**src/rtl/sdtq_pkg.sv**
```systemverilog
// shared types and codes for the sorted delay timer queue
// depends on nothing; imported by sdtq_cell and sorted_delay_timer_queue_top
package sdtq_pkg;

    localparam int TICK_W   = 32;
    localparam int WAITER_W = 8;
    localparam int OP_W     = 3;
    localparam int STATUS_W = 2;

    localparam logic [OP_W-1:0] OP_TICK = 3'd0;
    localparam logic [OP_W-1:0] OP_TIME = 3'd1;
    localparam logic [OP_W-1:0] OP_REL  = 3'd2;
    localparam logic [OP_W-1:0] OP_ABS  = 3'd3;

    localparam logic [STATUS_W-1:0] STATUS_OK      = 2'd0;
    localparam logic [STATUS_W-1:0] STATUS_PASSED  = 2'd1;
    localparam logic [STATUS_W-1:0] STATUS_INVALID = 2'd2;
    localparam logic [STATUS_W-1:0] STATUS_FULL    = 2'd3;

    typedef struct packed {
        logic [TICK_W-1:0]   deadline;
        logic [WAITER_W-1:0] waiter;
    } entry_t;

    typedef struct packed {
        logic insert;
        logic pop;
    } cell_ctl_t;

endpackage

```
**src/rtl/sdtq_cell.sv**
```systemverilog
// one slot of the sorted waiter chain: holds an entry, shifts towards the head
// on a pop and away from it on an insert; depends on sdtq_pkg
module sdtq_cell (
    input  logic               clk,
    input  logic               valid,
    input  sdtq_pkg::cell_ctl_t ctl,
    input  sdtq_pkg::entry_t   new_entry,
    input  sdtq_pkg::entry_t   left_entry,
    input  sdtq_pkg::entry_t   right_entry,
    input  logic               ins_left,
    output logic               ins_here,
    output sdtq_pkg::entry_t   entry
);
    import sdtq_pkg::*;

    entry_t entry_reg;
    entry_t entry_next;

    // this slot lies at or after the insertion point
    assign ins_here = !valid || (entry_reg.deadline > new_entry.deadline);
    assign entry    = entry_reg;

    always_comb
    begin
        entry_next = entry_reg;
        if (ctl.pop)
        begin
            entry_next = right_entry;
        end
        else if (ctl.insert)
        begin
            if (ins_left)
            begin
                entry_next = left_entry;
            end
            else if (ins_here)
            begin
                entry_next = new_entry;
            end
        end
    end

    always_ff @(posedge clk)
    begin
        entry_reg <= entry_next;
    end

endmodule

```
**src/rtl/sorted_delay_timer_queue_top.sv**
```systemverilog
// top level of the sorted delay timer queue: tick counter, control and result
// registers around a chain of sdtq_cell slots; depends on sdtq_pkg, sdtq_cell
//
// usage
//   an item (operation, requester, request_ticks) is taken at a rising edge
//   with start high and busy low. results leave one per cycle on
//   reply_target, reply_value, status and is_last, marked by result_valid
//   for exactly one cycle; the receiver cannot hold them off
// timing and throughput
//   every result appears in the cycle after the edge that caused it
//   time query, delay, rejected or invalid items: the next item may follow
//   at once; a successful delay gives no result at all
//   tick: a result for the tick itself, then one per waiter released; the
//   chain pops one waiter per cycle at its head and busy stays high meanwhile
//   insertion: every slot compares its deadline with the new one and the
//   slots behind the insertion point shift one place along
// reset
//   rst_n clears the tick count and the occupancy (empty queue) at once;
//   slot contents are not cleared, slots beyond the occupancy are never read
module sorted_delay_timer_queue_top #(
    parameter int QUEUE_DEPTH = 32
) (
    input  logic                           clk,
    input  logic                           rst_n,
    input  logic                           start,
    output logic                           busy,
    input  logic [sdtq_pkg::OP_W-1:0]      operation,
    input  logic [sdtq_pkg::WAITER_W-1:0]  requester,
    input  logic [sdtq_pkg::TICK_W-1:0]    request_ticks,
    output logic                           result_valid,
    output logic [sdtq_pkg::WAITER_W-1:0]  reply_target,
    output logic [sdtq_pkg::TICK_W-1:0]    reply_value,
    output logic [sdtq_pkg::STATUS_W-1:0]  status,
    output logic                           is_last
);
    import sdtq_pkg::*;

    localparam int OCC_W = $clog2(QUEUE_DEPTH + 1);

    typedef enum logic [1:0] {
        ST_IDLE    = 2'b01,
        ST_RELEASE = 2'b10
    } state_t;

    state_t                state_reg, state_next;
    logic [TICK_W-1:0]     count_reg, count_next;
    logic [OCC_W-1:0]      occ_reg, occ_next;

    logic                  valid_reg, valid_next;
    logic [WAITER_W-1:0]   target_reg, target_next;
    logic [TICK_W-1:0]     value_reg, value_next;
    logic [STATUS_W-1:0]   status_reg, status_next;
    logic                  last_reg, last_next;

    // chain signals; index QUEUE_DEPTH is a spare right neighbour for the tail
    entry_t                slot [QUEUE_DEPTH+1];
    logic                  ins  [QUEUE_DEPTH];
    entry_t                new_entry;
    cell_ctl_t             ctl;

    logic                  accept;
    logic                  full;
    logic [TICK_W:0]       rel_sum;
    logic [TICK_W-1:0]     rel_deadline;
    logic [TICK_W-1:0]     count_inc;

    assign accept    = start && !busy;
    assign full      = (occ_reg == OCC_W'(QUEUE_DEPTH));
    assign busy      = (state_reg == ST_RELEASE);
    assign count_inc = count_reg + 1'b1;

    // relative deadline saturates at the top of the tick range
    assign rel_sum      = {1'b0, count_reg} + {1'b0, request_ticks};
    assign rel_deadline = rel_sum[TICK_W] ? '1 : rel_sum[TICK_W-1:0];

    assign slot[QUEUE_DEPTH] = slot[QUEUE_DEPTH-1];

    genvar gi;
    generate
        for (gi = 0; gi < QUEUE_DEPTH; gi++)
        begin : g_cell
            entry_t left_e;
            logic   left_ins;
            if (gi == 0)
            begin : g_head
                assign left_e   = new_entry;
                assign left_ins = 1'b0;
            end
            else
            begin : g_body
                assign left_e   = slot[gi-1];
                assign left_ins = ins[gi-1];
            end
            sdtq_cell u_cell (
                .clk         (clk),
                .valid       (OCC_W'(gi) < occ_reg),
                .ctl         (ctl),
                .new_entry   (new_entry),
                .left_entry  (left_e),
                .right_entry (slot[gi+1]),
                .ins_left    (left_ins),
                .ins_here    (ins[gi]),
                .entry       (slot[gi])
            );
        end
    endgenerate

    always_comb
    begin
        state_next   = state_reg;
        count_next   = count_reg;
        occ_next     = occ_reg;
        valid_next   = 1'b0;
        target_next  = target_reg;
        value_next   = '0;
        status_next  = STATUS_OK;
        last_next    = 1'b1;
        ctl          = '0;
        new_entry.waiter   = requester;
        new_entry.deadline = (operation == OP_REL) ? rel_deadline : request_ticks;

        case (state_reg)
            ST_IDLE:
            begin
                if (accept)
                begin
                    valid_next  = 1'b1;
                    target_next = requester;
                    case (operation)
                        OP_TICK:
                        begin
                            count_next = count_inc;
                            // release phase only if the head has already expired
                            if ((occ_reg != '0) && (slot[0].deadline <= count_inc))
                            begin
                                last_next  = 1'b0;
                                state_next = ST_RELEASE;
                            end
                        end
                        OP_TIME:
                        begin
                            value_next = count_reg;
                        end
                        OP_REL:
                        begin
                            if (full)
                            begin
                                status_next = STATUS_FULL;
                            end
                            else
                            begin
                                valid_next = 1'b0;
                                ctl.insert = 1'b1;
                                occ_next   = occ_reg + 1'b1;
                            end
                        end
                        OP_ABS:
                        begin
                            if (count_reg >= request_ticks)
                            begin
                                status_next = STATUS_PASSED;
                            end
                            else if (full)
                            begin
                                status_next = STATUS_FULL;
                            end
                            else
                            begin
                                valid_next = 1'b0;
                                ctl.insert = 1'b1;
                                occ_next   = occ_reg + 1'b1;
                            end
                        end
                        default:
                        begin
                            status_next = STATUS_INVALID;
                        end
                    endcase
                end
            end
            ST_RELEASE:
            begin
                // pop the head; the next slot decides whether more follow
                valid_next  = 1'b1;
                target_next = slot[0].waiter;
                ctl.pop     = 1'b1;
                occ_next    = occ_reg - 1'b1;
                if ((occ_reg > OCC_W'(1)) && (slot[1].deadline <= count_reg))
                begin
                    last_next = 1'b0;
                end
                else
                begin
                    state_next = ST_IDLE;
                end
            end
            default:
            begin
                state_next = ST_IDLE;
            end
        endcase
    end

    always_ff @(posedge clk or negedge rst_n)
    begin
        if (!rst_n)
        begin
            state_reg <= ST_IDLE;
            count_reg <= '0;
            occ_reg   <= '0;
            valid_reg <= 1'b0;
        end
        else
        begin
            state_reg <= state_next;
            count_reg <= count_next;
            occ_reg   <= occ_next;
            valid_reg <= valid_next;
        end
    end

    // result payload, no reset needed
    always_ff @(posedge clk)
    begin
        target_reg <= target_next;
        value_reg  <= value_next;
        status_reg <= status_next;
        last_reg   <= last_next;
    end

    assign result_valid = valid_reg;
    assign reply_target = target_reg;
    assign reply_value  = value_reg;
    assign status       = status_reg;
    assign is_last      = last_reg;

    // occupancy never passes the chain length
    a_occ_bound: assert property (@(posedge clk) disable iff (!rst_n)
        occ_reg <= OCC_W'(QUEUE_DEPTH))
        else $error("occupancy beyond queue depth");

    // the release phase only runs with waiters in the chain
    a_release_nonempty: assert property (@(posedge clk) disable iff (!rst_n)
        busy |-> (occ_reg != '0))
        else $error("release with empty queue");

    // a result that is not the last one is followed by another next cycle
    a_burst_continues: assert property (@(posedge clk) disable iff (!rst_n)
        (result_valid && !is_last) |=> result_valid)
        else $error("result burst ended without last mark");

    // a released waiter has reached its deadline
    a_head_expired: assert property (@(posedge clk) disable iff (!rst_n)
        busy |-> (slot[0].deadline <= count_reg))
        else $error("waiter released before deadline");

endmodule
```
**config.mk**
```make
export PLATFORM = sky130hd
export DESIGN_NAME = sorted_delay_timer_queue_top
export DESIGN_NICKNAME = d
export VERILOG_FILES = /design/src/rtl/sdtq_pkg.sv /design/src/rtl/sdtq_cell.sv /design/src/rtl/sorted_delay_timer_queue_top.sv
export SDC_FILE = /design/constraint.sdc
export NUM_CORES = 2
export LEC_CHECK = 0
export BUFFER_PORTS_ARGS = -buffer_cell sky130_fd_sc_hd__clkbuf_2
export CAP_MARGIN = 20
export CORE_UTILIZATION = 48
export CTS_CLUSTER_DIAMETER = 40
export DETAILED_ROUTE_END_ITERATION = 6
export SLEW_MARGIN = 20
export SYNTH_ARGS = -nofsm -noshare
export SYNTH_HDL_FRONTEND = slang
export SYNTH_SLANG_ARGS = --single-unit
```
**constraint.sdc**
```tcl
create_clock -name clk -period 19.83 [get_ports clk]
set_input_delay 2.9745 -clock clk [delete_from_list [all_inputs] [get_ports clk]]
set_output_delay 2.9745 -clock clk [all_outputs]
set_load 0.01 [all_outputs]
```
Word-level counts from Yosys, hierarchy flattened --
Cells that the tools add are included.
Cells by class: eq/ne operators 12, order comparisons 68, $add $sub $neg 4, mux-type cells 158, reduce and logical (&&, ||, !) cells 143, bitwise logic cells 1
Operators by type and width (number):
- $mux 40 | 125
- $gt 32x32->1 | 32
- $lt 5x6->1 const A | 16
- $reduce_bool 3->1 | 30
- $reduce_and 2->1 | 33
- $le 32x32->1 | 2
- $mux 32 | 2
- $lt 4x6->1 const A | 8
- $add 32x32->33 | 1
- $logic_not 1->1 | 33
- $add 32x1->32 const B | 1
- $ge 32x32->1 | 1
- $logic_or 1x1->1 | 32
- $lt 3x6->1 const A | 4
- $pmux 6 s2 | 2
- $mux 6 | 3
- $pmux 8 s2 | 1
- $lt 1x6->1 const A | 2
- $lt 2x6->1 const A | 2
- $mux 1 | 12
- $mux 2 | 6
- $reduce_and 3->1 | 3
- $mux 8 | 1
- $pmux 1 s2 | 4
- other kinds (21) | 30
Storage, ports and cells: word-level logic and storage cells 458, input port bits 46, register bits 1364, output and inout bits 45

Logic depth before layout (Yosys ltp) --
word-level depth 9, gate-level depth with buffers 27, gate-level depth less buffers 22

By module --
A second synthesis with hierarchy kept.
Second synthesis, totals: cells, all modules 10382, area total of the unflattened synthesis 100505.1 sq um
Modules (own cells, without submodules):
- sdtq_cell | times used 32, area an instance 2875.3 sq um, cells an instance 293
- sorted_delay_timer_queue_top | times used 1, area an instance 8496.9 sq um, cells an instance 1006

Worst setup path after synthesis --
Ideal clock, no wire load.
kind input-to-reg, start point input port request_ticks[13] (netlist name), end point register g_cell[4].u_cell.entry_reg (netlist bit g_cell[4].u_cell.entry[0]) (enable), data required time 19337 ps, cell stages on the path 24, setup slack 7592 ps, path buffers 3, arrival 11745 ps, cell sequence inv_1 > ha_1 > or4_4 > or2_1 > a211oi_4 > o311ai_4 > nand3_1 > buf_2 > nor2_1 > a211oi_2 > clkinv_1 > ha_1 > and3_1 > nand4_1 > or3_1 > nor4_1 > inv_1 > a211oi_1 > nor3_1 > a41o_1 > buf_2 > buf_2 > and2_0 > o21ai_0
On the way: cells in the longest elaborated chain, start to end 7, elaborated cells between the ends (all ways) 15, those cells by class add/sub (1); order compare (3); mux (6); reduce/logical (5)
Ends and longest elaborated chain:
- start, declared | RTL line sorted_delay_timer_queue_top.sv:29 | input logic [sdtq_pkg::TICK_W-1:0] request_ticks,
- $add 32x32->33 or $ge 32x32->1 (tied branches) | RTL line sorted_delay_timer_queue_top.sv:73, sorted_delay_timer_queue_top.sv:159
- $mux 32 or $mux 1 (tied branches) | RTL line sorted_delay_timer_queue_top.sv:74, sorted_delay_timer_queue_top.sv:159
- $mux 32 or $pmux 1 s2 (tied branches) | RTL line sorted_delay_timer_queue_top.sv:120, sorted_delay_timer_queue_top.sv:129
- $gt 32x32->1 or $mux 1 (tied branches) | RTL line sdtq_cell.sv:20, sorted_delay_timer_queue_top.sv:125
- $logic_or 1x1->1 or $mux 1 (tied branches) | RTL line sdtq_cell.sv:20, sorted_delay_timer_queue_top.sv:122
- $reduce_bool 3->1 (no source line) or $reduce_bool 2->1 (tied branches)
- $reduce_and 2->1 (no source line) (*)
- end signal, assigned | RTL line sdtq_cell.sv:45 | entry_reg <= entry_next;
- end, declared | RTL line sdtq_cell.sv:16 | entry_t entry_reg;
Every way passes the cells marked *; elsewhere a longest branch is shown, timed or not. A chain may end at the register's enable or synchronous reset.

Worst setup path after layout --
start point input port request_ticks[0] (netlist name), end point register g_cell[28].u_cell.entry_reg (netlist bit g_cell[28].u_cell.entry[37]) (enable)
On the way: cells in the longest elaborated chain, start to end 7, elaborated cells between the ends (all ways) 15, those cells by class add/sub (1); order compare (3); mux (6); reduce/logical (5)
Ends and longest elaborated chain (RTL line):
- $add 32x32->33 or $ge 32x32->1 (tied branches) | sorted_delay_timer_queue_top.sv:73, sorted_delay_timer_queue_top.sv:159
- $mux 32 or $mux 1 (tied branches) | sorted_delay_timer_queue_top.sv:74, sorted_delay_timer_queue_top.sv:159
- $mux 32 or $pmux 1 s2 (tied branches) | sorted_delay_timer_queue_top.sv:120, sorted_delay_timer_queue_top.sv:129
- $gt 32x32->1 or $mux 1 (tied branches) | sdtq_cell.sv:20, sorted_delay_timer_queue_top.sv:125
- $logic_or 1x1->1 or $mux 1 (tied branches) | sdtq_cell.sv:20, sorted_delay_timer_queue_top.sv:122
- $reduce_bool 3->1 (no source line) or $reduce_bool 2->1 (tied branches)
- $reduce_and 2->1 (no source line) (*)
- end signal, assigned | sdtq_cell.sv:45
- end, declared | sdtq_cell.sv:16
Marks and branches as above.

==> metrics.yaml <==
outcome: "finished clean"
die_x_um: 462
drive_gt1_frac: 0.124
die_h_um: 462
ys_warn_count: 0
syn-mean-instance-area_um2: 9.75
yosys.cell_types.count: 110
arrival_ns: 11.96
slew_viol_final: 0
pre_cts_ws_ns: 7.73
fin_crit_ns: 11.40
ioPinCount: 91
ff2ff_path_depth: 21
dpl-instance-area_um2: 106000
setup_violations: 0
row_count: 168
start_util: 0.484
wl_per_cell_um: 35.5
post-dp-hpwl_mm: 340
postSynthCellCount: 10400
cts_max_level: 5
antenna_found_initial: 37
multiInputGateArea_um2: 58000
fin_ws_ns: 8.43
reg2reg_slack_ns: 10.04
synth_ff_type: "edfxtp_1"
worst_pin_slew_ns: 1.32
core-area_um2: 210000
hold_violations: 0
worst_clock_skew_ns: 0.0557
holdPathEnd: "g_cell[30].u_cell.entry[7]"
layout.area.seq_um2: 40400
cts_tree: "built"
clock_path_buffers: 4
viasPerCell: 7.01
nFillCells: 18400
cts_resized: 0
crit_type: "input port to flip-flop"
syn_area_um2: 102000
synth_nets: 11600
die_area_um2: 214000
nets: 11500
drc: 0
leakage_nw: 45.8
grt_max_degree: 262
first_iter_violations: 14400
start_kind: "input port"
drt-total-wl_mm: 477
worst_path_largest_cell_delay_ns: 0.76
max_freq_mhz: 87.7
maxSlewHeadroom: 0.105
hold_ws_ns: 0.525
rsz0062_at_grt: "false"
total_power_mw: 15.8
clk_pin_slew_ns: 0.06
setup_tns_ns: 0
cp_max_fo: 27
postSynth.asyncResetShare: 0.0301
cts_setup_buffers: 0
synth-edff-count: 1288
drv_cap: 0
postCtsHoldBufs: 0
clock-root-buffer: "clkbuf_16"
reg2reg_to: "g_cell[6].u_cell.entry[15]"
area_growth_pct: 14.1
grt_pass1_wl_mm: 664
power_density_nw_per_um2: 136
worst-path-buf-inv: 10
synth_seq_area_share: 0.398
ir_worst_vdd_uv: 107
ant_nets: 0
cpMostUsedCell: "buf_4"
grt_pass1_vias: 88500
hold_depth: 2
largest_reg_flops: 1280
period_share: 0.575
clock_latency_ns: 0.96
cts_buffers: 309
ys_ff_latch: 1364
min_path_type: "flip-flop to flip-flop"
slowest_stage: "a31oi_4"
hp-start: "g_cell[31].u_cell.entry[7]"
crit-reg2reg-launch: "count_reg[6]"
cts_sinks: 1364
grt_overflow: 0
crit_family: "buffers and inverters"
critical_path.endpoint_type: "flip-flop"
track_usage: 0.435
dr.pass1.iters: 7
io_buffers: 90
fin_area_um2: 116000
required_ns: 20.39
via_count: 94100
place_congestion: 0.991
## area by class of cell
cell class | instances | area share
Clock buffer | 346 | 0.0691
Timing Repair Buffer | 399 | 0.0246
Sequential cell | 1364 | 0.348
Tap cell | 2805 | 0.0303
Clock inverter | 192 | 0.0181
Inverter | 274 | 0.00893
Antenna cell | 32 | 0.000691
Multi-Input combinational cell | 8018 | 0.500
## worst min-delay path, delay by kind of cell (launching register included)
family / cells / cell delay (ns)
compound gates: 1 / 0.06
simple gates: 1 / 0.05
flops: 1 / 0.32
## report_power, final
group	internal (mW)	switching, mW
Combinational	2.20	3.98
Sequential	4.03	0.449
Clock	3.36	1.77
## metal layers
metal,up-vias,track usage,part of all wire,routed length (µm)
met5,-,0,0.00032,155
met4,14,0.293,0.074,35600
met3,1316,0.144,0.14,64700
met2,6777,0.605,0.40,193000
met1,45800,0.570,0.38,184000
li1,40200,-,-,-
## Yosys cell counts (all sizes together), types with 173 or more instances
cell type / count / share of area
nor2: 575 / 0.021
nand3: 236 / 0.012
nand2: 1231 / 0.046
a221o: 258 / 0.025
o21ai: 833 / 0.041
mux2i: 461 / 0.045
ha: 1094 / 0.13
inv: 265 / 0.0098
o221a: 183 / 0.020
nor3: 203 / 0.010
a21o: 347 / 0.026
nor3b: 184 / 0.014
a21oi: 425 / 0.021
buf: 173 / 0.0089
clkbuf: 593 / 0.022
nand4: 214 / 0.013
edfxtp: 1288 / 0.38
## kinds of logic (layout without fill, tap and decap cells)
logic type                 after synthesis  after routing  share of synthesized area
and+or+nand+nor                       3269           3269                      0.156
AOI/OAI and AO/OA                     3022           3022                      0.210
other                                    0             32                          0
DFF                                   1364           1364                      0.398
xor gates and xnor gates               137            137                     0.0118
buffers and inverters                 1040           1211                     0.0409
adders and majority gates             1118           1118                      0.137
muxes                                  472            472                     0.0466
## stage by stage
stage | cells | utilization
finish | 13400 | 0.552
global route | 13400 | 0.552
CTS | 13400 | 0.552
detailed placement | 12900 | 0.504
global placement | 12900 | 0.503
floorplan | 10400 | -
## worst max-delay path by stage
stage,from,endpoint,cells after the start
6_report,request_ticks[0],g_cell[28].u_cell.entry[37],27
5_1_grt,request_ticks[0],g_cell[6].u_cell.entry[6],25
4_1_cts,request_ticks[13],g_cell[6].u_cell.entry[0],23
3_5_place_dp,request_ticks[13],g_cell[6].u_cell.entry[17],23
3_3_place_gp,request_ticks[13],g_cell[23].u_cell.entry[17],25
2_1_floorplan,request_ticks[13],g_cell[4].u_cell.entry[0],24
## cell usage in the layout (no fill, tap or decap), types with 214 or more instances in the layout
| cell type | instances |
|---|---|
| a21o_1 | 347 |
| a21oi_1 | 401 |
| a221o_1 | 258 |
| buf_4 | 302 |
| clkbuf_16 | 315 |
| edfxtp_1 | 1288 |
| ha_1 | 1093 |
| inv_1 | 242 |
| mux2i_1 | 461 |
| nand2_1 | 1215 |
| nand3_1 | 233 |
| nand4_1 | 214 |
| nor2_1 | 533 |
| o21ai_0 | 788 |
Power figures use the tool's default switching activity.
